`src/sv/kms_pkg.sv`:
```
// Shared types, constants and code tables for the keyboard matrix scanner.
// No dependencies; every other file but the interfaces and checker refers to it.
package kms_pkg;

    localparam int ROW_COUNT = 8;
    localparam int ROWS_USED = (ROW_COUNT > 8) ? 8 : ((ROW_COUNT < 1) ? 1 : ROW_COUNT);
    localparam int ROW_SLOTS = 8;
    localparam int ROW_W = 3;
    localparam int COL_W = 3;
    localparam int KEY_W = 6;
    localparam int ACC_W = 16;
    localparam int CFG_IDX_W = 2;
    localparam int CFG_DATA_W = 12;
    localparam int QUEUE_DEPTH = 2;
    localparam int QUEUE_PTR_W = $clog2(QUEUE_DEPTH);

    localparam logic [COL_W-1:0] SHIFT_COL = 3'd2;
    localparam logic [KEY_W-1:0] KEY_SHIFT = 6'd2;
    localparam logic [KEY_W-1:0] KEY_FIRST_EXT = 6'd60;
    localparam logic [ACC_W-1:0] ACC_MAX = 16'hFFFF;

    typedef enum logic [CFG_IDX_W-1:0] {
        CFG_OUTPUT_MODE   = 2'd0,
        CFG_REPEAT_DELAY  = 2'd1,
        CFG_REPEAT_PERIOD = 2'd2,
        CFG_TIME_STEP     = 2'd3
    } t_cfg_idx;

    typedef struct packed {
        logic        output_mode;
        logic [11:0] repeat_delay;
        logic [11:0] repeat_period;
        logic [7:0]  time_step;
    } t_cfg;

    // One row scan handed from the front end to the back end. Bit c of
    // pressed is column c (the row's MSB is column 0).
    typedef struct packed {
        logic [ROW_W-1:0] row;
        logic [7:0]       pressed;
    } t_q_entry;

    typedef struct packed {
        logic [KEY_W-1:0] key_index;
        logic             is_break;
        logic [7:0]       scan_code;
        logic             extended;
        logic             send_scan;
        logic [7:0]       ascii_code;
        logic             last_event;
    } t_event;

    // Character table: entry key*2 is the plain character, key*2+1 the shifted one.
    localparam logic [7:0] ASCII_TABLE [128] = '{
        8'h00, 8'h00, 8'h00, 8'h00, 8'h00, 8'h00, 8'h31, 8'h21,
        8'h51, 8'h71, 8'h41, 8'h61, 8'h5A, 8'h7A, 8'h00, 8'h00,
        8'h33, 8'h23, 8'h32, 8'h22, 8'h45, 8'h65, 8'h57, 8'h77,
        8'h44, 8'h64, 8'h53, 8'h73, 8'h43, 8'h63, 8'h58, 8'h78,
        8'h35, 8'h25, 8'h34, 8'h24, 8'h54, 8'h74, 8'h52, 8'h72,
        8'h47, 8'h67, 8'h46, 8'h66, 8'h42, 8'h62, 8'h56, 8'h76,
        8'h37, 8'h27, 8'h36, 8'h26, 8'h55, 8'h75, 8'h59, 8'h79,
        8'h4A, 8'h6A, 8'h48, 8'h68, 8'h4D, 8'h6D, 8'h4E, 8'h6E,
        8'h39, 8'h29, 8'h38, 8'h28, 8'h4F, 8'h6F, 8'h49, 8'h69,
        8'h4C, 8'h6C, 8'h4B, 8'h6B, 8'h2E, 8'h3E, 8'h2C, 8'h3C,
        8'h2D, 8'h3D, 8'h30, 8'h30, 8'h40, 8'h60, 8'h50, 8'h70,
        8'h3A, 8'h2A, 8'h3B, 8'h2B, 8'h5F, 8'h5F, 8'h2F, 8'h3F,
        8'h5E, 8'h7E, 8'h5C, 8'h7C, 8'h5B, 8'h7B, 8'h08, 8'h00,
        8'h5D, 8'h7D, 8'h0D, 8'h00, 8'h20, 8'h00, 8'h00, 8'h00,
        8'h00, 8'h00, 8'h00, 8'h00, 8'h00, 8'h00, 8'h00, 8'h00,
        8'h1E, 8'h00, 8'h1F, 8'h00, 8'h1D, 8'h00, 8'h1C, 8'h00
    };

    // PS/2 set-2 make codes, indexed by key number.
    localparam logic [7:0] SCAN_TABLE [64] = '{
        8'h11, 8'h14, 8'h12, 8'h16, 8'h15, 8'h1C, 8'h1A, 8'h76,
        8'h26, 8'h1E, 8'h24, 8'h1D, 8'h23, 8'h1B, 8'h21, 8'h22,
        8'h2E, 8'h25, 8'h2C, 8'h2D, 8'h34, 8'h2B, 8'h32, 8'h2A,
        8'h3D, 8'h36, 8'h3C, 8'h35, 8'h3B, 8'h33, 8'h3A, 8'h31,
        8'h46, 8'h3E, 8'h44, 8'h43, 8'h4B, 8'h42, 8'h49, 8'h41,
        8'h4E, 8'h45, 8'h54, 8'h4D, 8'h52, 8'h4C, 8'h51, 8'h4A,
        8'h55, 8'h6A, 8'h5B, 8'h66, 8'h5D, 8'h5A, 8'h29, 8'h0E,
        8'h0D, 8'h83, 8'h0A, 8'h01, 8'h75, 8'h72, 8'h6B, 8'h74
    };

endpackage

```
`src/sv/kms_row_if.sv`:
```
// Request channel that carries one row's sense byte into the scanner.
// No dependencies.
interface kms_row_if;
    logic       valid;
    logic       ready;
    logic [7:0] row_sense;

    modport source (output valid, output row_sense, input ready);
    modport sink (input valid, input row_sense, output ready);
endinterface

```
`src/sv/kms_evt_if.sv`:
```
// Request channel that carries one key event out of the scanner.
// No dependencies.
interface kms_evt_if;
    logic       valid;
    logic       ready;
    logic [5:0] key_index;
    logic       is_break;
    logic [7:0] scan_code;
    logic       extended;
    logic       send_scan;
    logic [7:0] ascii_code;
    logic       last_event;

    modport source (output valid, output key_index, output is_break, output scan_code,
                    output extended, output send_scan, output ascii_code,
                    output last_event, input ready);
    modport sink (input valid, input key_index, input is_break, input scan_code,
                  input extended, input send_scan, input ascii_code,
                  input last_event, output ready);
endinterface

```
`src/sv/kms_front.sv`:
```
// Front end: accepts row requests, debounces them against the previous scan
// of the row and queues the pressed columns. Depends on kms_pkg, kms_row_if.
module kms_front (
    input  logic                i_clk,
    input  logic                i_rst_n,
    kms_row_if.sink             i_row,
    input  logic                i_q_full,
    output logic                o_push,
    output kms_pkg::t_q_entry   o_entry
);

    logic [kms_pkg::ROW_W-1:0] r_row;
    logic [kms_pkg::ROW_W-1:0] n_row;
    logic [7:0]                r_prev [kms_pkg::ROW_SLOTS];
    logic [7:0]                changed;
    logic [7:0]                sense_eff;

    assign i_row.ready = !i_q_full;
    assign o_push      = i_row.valid && !i_q_full;

    always_comb begin
        changed   = r_prev[r_row] ^ i_row.row_sense;
        // A bit that moved since the last scan counts as released this time.
        sense_eff = i_row.row_sense | changed;
        for (int c = 0; c < 8; c++) begin
            o_entry.pressed[c] = !sense_eff[7-c];
        end
        o_entry.row = r_row;
        if (({1'b0, r_row} + 4'd1) >= 4'(kms_pkg::ROWS_USED)) begin
            n_row = '0;
        end else begin
            n_row = r_row + 3'd1;
        end
    end

    always_ff @(posedge i_clk) begin
        if (!i_rst_n) begin
            r_row <= '0;
            for (int r = 0; r < kms_pkg::ROW_SLOTS; r++) begin
                r_prev[r] <= 8'hFF;
            end
        end else if (o_push) begin
            r_row         <= n_row;
            r_prev[r_row] <= i_row.row_sense;
        end
    end

endmodule

```
`src/sv/kms_fifo.sv`:
```
// Short queue of row scans between the front end and the back end.
// Depends on kms_pkg.
module kms_fifo (
    input  logic              i_clk,
    input  logic              i_rst_n,
    input  logic              i_push,
    input  kms_pkg::t_q_entry i_entry,
    output logic              o_full,
    output logic              o_valid,
    output kms_pkg::t_q_entry o_head,
    input  logic              i_pop
);

    kms_pkg::t_q_entry                r_mem [kms_pkg::QUEUE_DEPTH];
    logic [kms_pkg::QUEUE_PTR_W-1:0]  r_wr;
    logic [kms_pkg::QUEUE_PTR_W-1:0]  r_rd;
    logic [kms_pkg::QUEUE_PTR_W:0]    r_count;

    assign o_full  = (r_count == (kms_pkg::QUEUE_PTR_W + 1)'(kms_pkg::QUEUE_DEPTH));
    assign o_valid = (r_count != '0);
    assign o_head  = r_mem[r_rd];

    always_ff @(posedge i_clk) begin
        if (i_push) begin
            r_mem[r_wr] <= i_entry;
        end
    end

    always_ff @(posedge i_clk) begin
        if (!i_rst_n) begin
            r_wr    <= '0;
            r_rd    <= '0;
            r_count <= '0;
        end else begin
            if (i_push) begin
                r_wr <= r_wr + 1'b1;
            end
            if (i_pop) begin
                r_rd <= r_rd + 1'b1;
            end
            if (i_push && !i_pop) begin
                r_count <= r_count + 1'b1;
            end else if (!i_push && i_pop) begin
                r_count <= r_count - 1'b1;
            end
        end
    end

endmodule

```
`src/sv/kms_back.sv`:
```
// Back end: walks the queued row one column per cycle (a column with an event waits for
// a free output register), tracks held keys and the typematic accumulator, and drives
// the event output register. Depends on kms_pkg and kms_evt_if.
module kms_back (
    input  logic              i_clk,
    input  logic              i_rst_n,
    input  logic              i_q_valid,
    input  kms_pkg::t_q_entry i_q_head,
    output logic              o_q_pop,
    input  kms_pkg::t_cfg     i_cfg,
    kms_evt_if.source         o_evt
);

    logic [7:0]                 r_key_down [kms_pkg::ROW_SLOTS];
    logic [kms_pkg::ACC_W-1:0]  r_acc;
    logic [kms_pkg::COL_W-1:0]  r_col;
    logic                       r_out_valid;
    kms_pkg::t_event            r_out;

    logic [kms_pkg::ACC_W-1:0]  n_acc;
    logic [7:0]                 n_kd_row;
    logic [7:0]                 kd_row;
    logic [7:0]                 hi_mask;
    logic                       kd;
    logic                       pressed;
    logic                       has_event;
    logic                       out_free;
    logic                       advance;
    logic                       shift_held;
    logic [kms_pkg::KEY_W-1:0]  key;
    logic [kms_pkg::ACC_W:0]    sum;
    logic [kms_pkg::ACC_W-1:0]  sum_sat;
    logic [kms_pkg::ACC_W-1:0]  restart;
    logic [kms_pkg::ACC_W-1:0]  delay_ext;
    kms_pkg::t_event            evt;

    always_comb begin
        kd_row     = r_key_down[i_q_head.row];
        kd         = kd_row[r_col];
        pressed    = i_q_head.pressed[r_col];
        key        = {i_q_head.row, r_col};
        shift_held = r_key_down[0][kms_pkg::SHIFT_COL];
        has_event  = kd ^ pressed;
        out_free   = !r_out_valid || o_evt.ready;
        advance    = i_q_valid && (!has_event || out_free);
        o_q_pop    = advance && (r_col == '1);

        // Columns after this one whose state differs from the scan still owe an event.
        hi_mask    = ~((8'd2 << r_col) - 8'd1);

        delay_ext  = {4'b0, i_cfg.repeat_delay};
        sum        = {1'b0, r_acc} + {9'b0, i_cfg.time_step};
        sum_sat    = sum[kms_pkg::ACC_W] ? kms_pkg::ACC_MAX : sum[kms_pkg::ACC_W-1:0];
        if (i_cfg.repeat_delay > i_cfg.repeat_period) begin
            restart = {4'b0, i_cfg.repeat_delay - i_cfg.repeat_period};
        end else begin
            restart = '0;
        end

        n_acc    = r_acc;
        n_kd_row = kd_row;
        if (kd && pressed) begin
            if (key > kms_pkg::KEY_SHIFT) begin
                n_acc = sum_sat;
                if (sum_sat > delay_ext) begin
                    n_kd_row[r_col] = 1'b0;
                end
            end
        end else if (kd) begin
            n_kd_row[r_col] = 1'b0;
            n_acc           = '0;
        end else if (pressed) begin
            n_kd_row[r_col] = 1'b1;
            n_acc           = (r_acc > delay_ext) ? restart : '0;
        end

        evt.key_index  = key;
        evt.is_break   = kd;
        evt.scan_code  = kms_pkg::SCAN_TABLE[key];
        evt.extended   = (key >= kms_pkg::KEY_FIRST_EXT);
        evt.send_scan  = i_cfg.output_mode;
        evt.ascii_code = kd ? 8'h00 : kms_pkg::ASCII_TABLE[{key, shift_held}];
        evt.last_event = ((kd_row ^ i_q_head.pressed) & hi_mask) == 8'h00;
    end

    always_ff @(posedge i_clk) begin
        if (!i_rst_n) begin
            for (int r = 0; r < kms_pkg::ROW_SLOTS; r++) begin
                r_key_down[r] <= '0;
            end
            r_acc       <= '0;
            r_col       <= '0;
            r_out_valid <= 1'b0;
        end else begin
            if (advance) begin
                r_key_down[i_q_head.row] <= n_kd_row;
                r_acc                    <= n_acc;
                r_col                    <= r_col + 1'b1;
            end
            if (advance && has_event) begin
                r_out_valid <= 1'b1;
            end else if (o_evt.ready) begin
                r_out_valid <= 1'b0;
            end
        end
    end

    always_ff @(posedge i_clk) begin
        if (advance && has_event) begin
            r_out <= evt;
        end
    end

    assign o_evt.valid      = r_out_valid;
    assign o_evt.key_index  = r_out.key_index;
    assign o_evt.is_break   = r_out.is_break;
    assign o_evt.scan_code  = r_out.scan_code;
    assign o_evt.extended   = r_out.extended;
    assign o_evt.send_scan  = r_out.send_scan;
    assign o_evt.ascii_code = r_out.ascii_code;
    assign o_evt.last_event = r_out.last_event;

endmodule

```
`src/sv/keyboard_matrix_scanner.sv`:
```
// Keyboard matrix scanner top level: configuration registers, front end,
// row queue and back end. Depends on kms_pkg, kms_row_if, kms_evt_if and
// the kms_front, kms_fifo and kms_back modules.
//
// Each request on i_row carries the active-low sense byte of the next row of
// an 8x8 key matrix; rows are taken in order and wrap. The front end compares
// the byte with the previous scan of the same row and treats any bit that
// changed as released, which is the debounce. The back end then visits the
// row's eight keys, one key per clock cycle, pausing on any column whose
// event must wait for o_evt to take a pending event; that column walk is
// what sets the throughput. A newly pressed key gives a make event
// with its PS/2 set-2 code and ASCII character (shifted while key 2 is held),
// a released key gives a break event with ASCII code zero, and keys 60 to 63
// are flagged as extended. Keys above 2 that stay held feed a shared repeat
// accumulator, saturating at 65535, and make again once it passes the repeat
// delay. The last event caused by a row carries last_event. A two-entry queue
// sits between the front and back end; the row being walked stays in it until
// its last column is done, so one more row may be accepted ahead of it. The
// output register lets the walk go on over columns that cause no event while
// a finished event waits; a column that causes an event waits until the
// register is free. Configuration is written through i_cfg_we, i_cfg_idx and
// i_cfg_data and should only change while no row is in flight.
module keyboard_matrix_scanner (
    input  logic                             i_clk,
    input  logic                             i_rst_n,
    kms_row_if.sink                          i_row,
    kms_evt_if.source                        o_evt,
    input  logic                             i_cfg_we,
    input  logic [kms_pkg::CFG_IDX_W-1:0]    i_cfg_idx,
    input  logic [kms_pkg::CFG_DATA_W-1:0]   i_cfg_data
);

    kms_pkg::t_cfg     r_cfg;
    kms_pkg::t_q_entry push_entry;
    kms_pkg::t_q_entry q_head;
    logic              push;
    logic              q_full;
    logic              q_valid;
    logic              q_pop;

    // Configuration registers; every index of the two-bit field names a register.
    always_ff @(posedge i_clk) begin
        if (!i_rst_n) begin
            r_cfg.output_mode   <= 1'b0;
            r_cfg.repeat_delay  <= 12'd1200;
            r_cfg.repeat_period <= 12'd200;
            r_cfg.time_step     <= 8'd8;
        end else if (i_cfg_we) begin
            unique case (kms_pkg::t_cfg_idx'(i_cfg_idx))
                kms_pkg::CFG_OUTPUT_MODE: begin
                    r_cfg.output_mode <= i_cfg_data[0];
                end
                kms_pkg::CFG_REPEAT_DELAY: begin
                    r_cfg.repeat_delay <= i_cfg_data[11:0];
                end
                kms_pkg::CFG_REPEAT_PERIOD: begin
                    r_cfg.repeat_period <= i_cfg_data[11:0];
                end
                kms_pkg::CFG_TIME_STEP: begin
                    r_cfg.time_step <= i_cfg_data[7:0];
                end
                default: begin
                    r_cfg <= r_cfg;
                end
            endcase
        end
    end

    kms_front u_front (
        .i_clk   (i_clk),
        .i_rst_n (i_rst_n),
        .i_row   (i_row),
        .i_q_full(q_full),
        .o_push  (push),
        .o_entry (push_entry)
    );

    kms_fifo u_fifo (
        .i_clk   (i_clk),
        .i_rst_n (i_rst_n),
        .i_push  (push),
        .i_entry (push_entry),
        .o_full  (q_full),
        .o_valid (q_valid),
        .o_head  (q_head),
        .i_pop   (q_pop)
    );

    kms_back u_back (
        .i_clk    (i_clk),
        .i_rst_n  (i_rst_n),
        .i_q_valid(q_valid),
        .i_q_head (q_head),
        .o_q_pop  (q_pop),
        .i_cfg    (r_cfg),
        .o_evt    (o_evt)
    );

endmodule

```
`src/flat_wrapper.sv`:
```
// flat-port wrapper written by rule: the top's interface ports become plain ports
module keyboard_matrix_scanner_flat 
  (i_clk, i_rst_n, i_cfg_we, i_cfg_idx, i_cfg_data, i_row_valid, i_row_row_sense, i_row_ready, o_evt_valid, o_evt_key_index, o_evt_is_break, o_evt_scan_code, o_evt_extended, o_evt_send_scan, o_evt_ascii_code, o_evt_last_event, o_evt_ready);
  kms_row_if i_row_i ();
  kms_evt_if o_evt_i ();
  input  logic i_clk;
  input  logic i_rst_n;
  input  logic i_cfg_we;
  input  logic [kms_pkg::CFG_IDX_W-1:0] i_cfg_idx;
  input  logic [kms_pkg::CFG_DATA_W-1:0] i_cfg_data;
  input wire logic [$bits(i_row_i.valid)-1:0] i_row_valid;
  input wire logic [$bits(i_row_i.row_sense)-1:0] i_row_row_sense;
  output wire logic [$bits(i_row_i.ready)-1:0] i_row_ready;
  output wire logic [$bits(o_evt_i.valid)-1:0] o_evt_valid;
  output wire logic [$bits(o_evt_i.key_index)-1:0] o_evt_key_index;
  output wire logic [$bits(o_evt_i.is_break)-1:0] o_evt_is_break;
  output wire logic [$bits(o_evt_i.scan_code)-1:0] o_evt_scan_code;
  output wire logic [$bits(o_evt_i.extended)-1:0] o_evt_extended;
  output wire logic [$bits(o_evt_i.send_scan)-1:0] o_evt_send_scan;
  output wire logic [$bits(o_evt_i.ascii_code)-1:0] o_evt_ascii_code;
  output wire logic [$bits(o_evt_i.last_event)-1:0] o_evt_last_event;
  input wire logic [$bits(o_evt_i.ready)-1:0] o_evt_ready;
  assign i_row_i.valid = i_row_valid;
  assign i_row_i.row_sense = i_row_row_sense;
  assign i_row_ready = i_row_i.ready;
  assign o_evt_valid = o_evt_i.valid;
  assign o_evt_key_index = o_evt_i.key_index;
  assign o_evt_is_break = o_evt_i.is_break;
  assign o_evt_scan_code = o_evt_i.scan_code;
  assign o_evt_extended = o_evt_i.extended;
  assign o_evt_send_scan = o_evt_i.send_scan;
  assign o_evt_ascii_code = o_evt_i.ascii_code;
  assign o_evt_last_event = o_evt_i.last_event;
  assign o_evt_i.ready = o_evt_ready;
  keyboard_matrix_scanner u_core (.i_clk(i_clk), .i_rst_n(i_rst_n), .i_row(i_row_i), .o_evt(o_evt_i), .i_cfg_we(i_cfg_we), .i_cfg_idx(i_cfg_idx), .i_cfg_data(i_cfg_data));
endmodule
```
`config.mk`:
```
export PLATFORM = sky130hd
export DESIGN_NAME = keyboard_matrix_scanner_flat
export DESIGN_NICKNAME = d
export VERILOG_FILES = /design/src/sv/kms_pkg.sv /design/src/sv/kms_row_if.sv /design/src/sv/kms_evt_if.sv /design/src/sv/kms_front.sv /design/src/sv/kms_fifo.sv /design/src/sv/kms_back.sv /design/src/sv/keyboard_matrix_scanner.sv /design/src/flat_wrapper.sv
export SDC_FILE = /design/constraint.sdc
export NUM_CORES = 1
export LEC_CHECK = 0
export BUFFER_PORTS_ARGS = -buffer_cell sky130_fd_sc_hd__buf_2
export CELL_PAD_IN_SITES_DETAIL_PLACEMENT = 0
export CELL_PAD_IN_SITES_GLOBAL_PLACEMENT = 1
export CORE_MARGIN = 2
export CORE_UTILIZATION = 50
export DETAILED_ROUTE_END_ITERATION = 10
export PLACE_DENSITY = 0.77
export SYNTH_ARGS = -nofsm -noshare
export SYNTH_HDL_FRONTEND = slang
export SYNTH_SLANG_ARGS = --single-unit
```
`constraint.sdc`:
```
create_clock -name i_clk -period 7.6 [get_ports i_clk]
set_input_delay 0.76 -clock i_clk [delete_from_list [all_inputs] [get_ports i_clk]]
set_output_delay 0.76 -clock i_clk [all_outputs]
set_load 0.005 [all_outputs]
```
==> results.cfg <==
[place]
portBuffers = 53
place_area_um2 = 14300
place.gp.congestion = 0.916
place_inst = 1708
dp_hpwl_um = 27000
post-place-ws_ps = 1820

[setup_path]
critPathSlowestCell = a32oi_1
cp_num_buf_inv = 1
r2r_slack_ps = 1630
critPathTopFamily = compound AO/OA/AOI/OAI gates
cp_common_cell = nand2_1
crit_chain = nand2b_1 > o22ai_1 > a222oi_1 > o211ai_1 > mux4_2 > nand2_1 > nand2_1 > ha_1 > inv_1 > o311ai_1 > nor2_2 > a32oi_1 > nor2_1
required_ps = 7860
endpoint_kind = flop
critical_path_class = reg -> reg
cp_data_arrival_time_ps = 6230
startpoint_type = flop
slowest_delay_ps = 960
cp_max_fo = 15

[final_layout]
fill_cells = 2376
drive_gt1_share_pct = 14.9
antennaDiodeCount = 0
areaGrowthSynthToFinish_pct = 10.3
final_cell_mix = edfxtp_1 (175), nand2_1 (164), nor2_1 (132)
final_area_um2 = 15200
fin_nets = 1489
final_cells = 1756
final_common_cell = edfxtp_1

[clocking]
worstSkewPairLatency_ps = 550
post_cts_buffers = 0
htree_levels = 1
clkSlewWorstSetupHoldPaths_ps = 60
clock-sinks = 239
postCtsResizedCells = 0
cts_root_buf = clkbuf_16
ctsHoldBuffers = 0
clock_path_buffers = 3
cts_buffers = 26
tritoncts = yes

[sta]
finClkSkew_ps = 14.5
fmax_mhz = 167
setup_slack_ps = 1630
fin_crit_sh_pct = 78.6
setup_violations = 0
rsz0062_at_grt = no
holdWs_ps = 467
fin_crit_ps = 5970
max_slew.worst_pin.slew_ps = 1170
setup_tns_ps = 0
drv_slew = 0
finalHoldViolCount = 0
slew-limit-headroom_pct = 21.8

[route]
postRouteAntennaNets = 0
routed_wl_um = 38400
vias = 10900
drtIter0Drc = 1085
drc = 0
drt-pass1-iter-count = 5
vias_per_cell = 6.19
avgRoutedWirePerCell_um = 21.9

[power]
p_per_area_nw_per_um2 = 266
p_leak_uw = 0.00527
irDropWorstVdd_uv = 183

[global_routing]
antenna_found_initial = 0
grt_pass1_wl_um = 59800
grt_pass1_vias = 10500
overflow = 0
grt.total_usage_pct = 26.8
grt_max_degree = 83

[outcome]
status = complete, no violations

[floorplanning]
start_util_pct = 51.2
die-area_um2 = 29000
die_y_um = 170
die_x_um = 170
fp-row-count = 60
io_pins = 55
coreArea_um2 = 27000

[logic_synthesis]
avgSynthCellArea_um2 = 10.1
ys.flop_type = edfxtp_1
ys_warn_count = 0
synth_edf_count = 175
async_reset_ff_share_pct = 0
synth_cells = 1365
syn_nets = 1459
synth-seq-cells = 239
yosysSeqAreaShare_pct = 47.3
syn-cell-area_um2 = 13800
yosys.cell_types.count = 84

[job]
drv_cap = 0

[worst_hold_path]
hold_path_class = reg -> reg
-- worst register-to-register path, cell delays in order, from the launching register on --
cell and delay [ps]:
edfxtp_1 670, nand2b_1 300, o22ai_1 830, a222oi_1 220, o211ai_1 260, mux4_2 460
nand2_1 110, nand2_1 340, ha_1 640, inv_1 290, o311ai_1 320, nor2_2 190
a32oi_1 960, nor2_1 100
-- final cells by class --
cell class	count	area, um^2	share of cell area, %
multi-input combinational	1007	6790	44.5
sequential	239	6540	42.9
clock buffer	38	782	5.13
tap	341	427	2.80
timing repair buffer	73	415	2.72
inverter	48	180	1.18
clock inverter	10	115	0.755
-- per-layer routing --
metal  global-route usage [%]  vias up  part of all wire (%)
li1                         -     5104                     -
met1                     36.7     5256                    43
met2                     43.4      413                    46
met3                     3.53       96                   7.0
met4                     10.7        0                   3.8
met5                        0        -                     0
-- kinds of logic after synthesis --
group / Yosys count / share of synthesized area, %
other: 1 / 0.0271
and+or+nand+nor: 516 / 18.0
adders and majority gates: 67 / 6.17
xor gates and xnor gates: 29 / 1.84
buffers and inverters: 119 / 3.67
DFF: 239 / 47.3
AOI/OAI and AO/OA: 342 / 17.4
muxes: 52 / 5.64
-- registers in the layout, summed over array words and instances, names as in the netlist, named ones only --
name                            cells
u_core.u_front.r_row                3
u_core.u_back.o_evt.ascii_code      7
u_core.u_back.o_evt.valid           1
u_core.u_back.o_evt.extended        1
u_core.u_back.o_evt.is_break        1
u_core.u_back.o_evt.scan_code       8
u_core.u_back.r_acc                16
u_core.u_back.o_evt.key_index       6
u_core.u_fifo.r_rd                  1
u_core.r_cfg                       33
u_core.u_back.o_evt.last_event      1
u_core.u_front.r_prev              64
u_core.u_back.r_col                 3
u_core.u_fifo.r_wr                  1
u_core.u_fifo.r_count               2
u_core.u_back.o_evt.send_scan       1
u_core.u_back.r_key_down           64
u_core.u_fifo.r_mem                22
-- worst paths after layout --
check,start,to,cells after the start
setup / recovery,u_core.u_fifo.r_mem[0][9],u_core.u_back.r_key_down[3][6],13
setup reg to reg,u_core.u_fifo.r_mem[0][9],u_core.u_back.r_key_down[3][6],13
hold / removal,u_core.r_cfg[9],u_core.r_cfg[9],2
hold reg to reg,u_core.r_cfg[9],u_core.r_cfg[9],2
-- power breakdown --
part / internal (uW) / switching [uW]
Clock: 783 / 531
Combinational: 383 / 741
Sequential: 1540 / 84.8
-- synthesized netlist by cell type, types with 6 or more instances --
cell	count	area, um^2
edfxtp_1	175	5260
nand2_1	164	616
nor2_1	132	495
a21oi_1	80	400
ha_1	65	813
o21ai_0	65	325
dfxtp_1	64	1280
or2_2	53	332
clkbuf_1	50	188
inv_1	43	161
a21boi_0	30	225
nand3_1	30	150
nand2b_1	27	169
mux2i_1	25	250
nor2b_1	23	144
a211oi_1	22	165
mux4_2	19	428
xnor2_1	19	166
nor3_1	18	90.1
o211ai_1	16	120
and2_1	15	93.8
nand4_1	14	87.6
o22ai_1	14	87.6
a31oi_1	11	68.8
xor2_1	10	87.6
a22oi_1	9	67.6
and3_1	9	56.3
o2111ai_1	7	61.3
o221ai_1	7	61.3
o31ai_1	7	52.6
a221oi_1	6	52.6
a32oi_1	6	52.6
buf_1	6	22.5
buf_2	6	30.0
mux2_2	6	67.6
nor4_1	6	37.5
-- metrics by stage --
step | total power (uW) | util (%)
after detailed placement | 2750 | 53.1
after global routing | 4250 | 56.4
after global placement | 2750 | 53.1
final | 4060 | 56.4
after floorplan | 2380 | -
after CTS | 4060 | 56.4
Power figures use the tool's default switching activity.
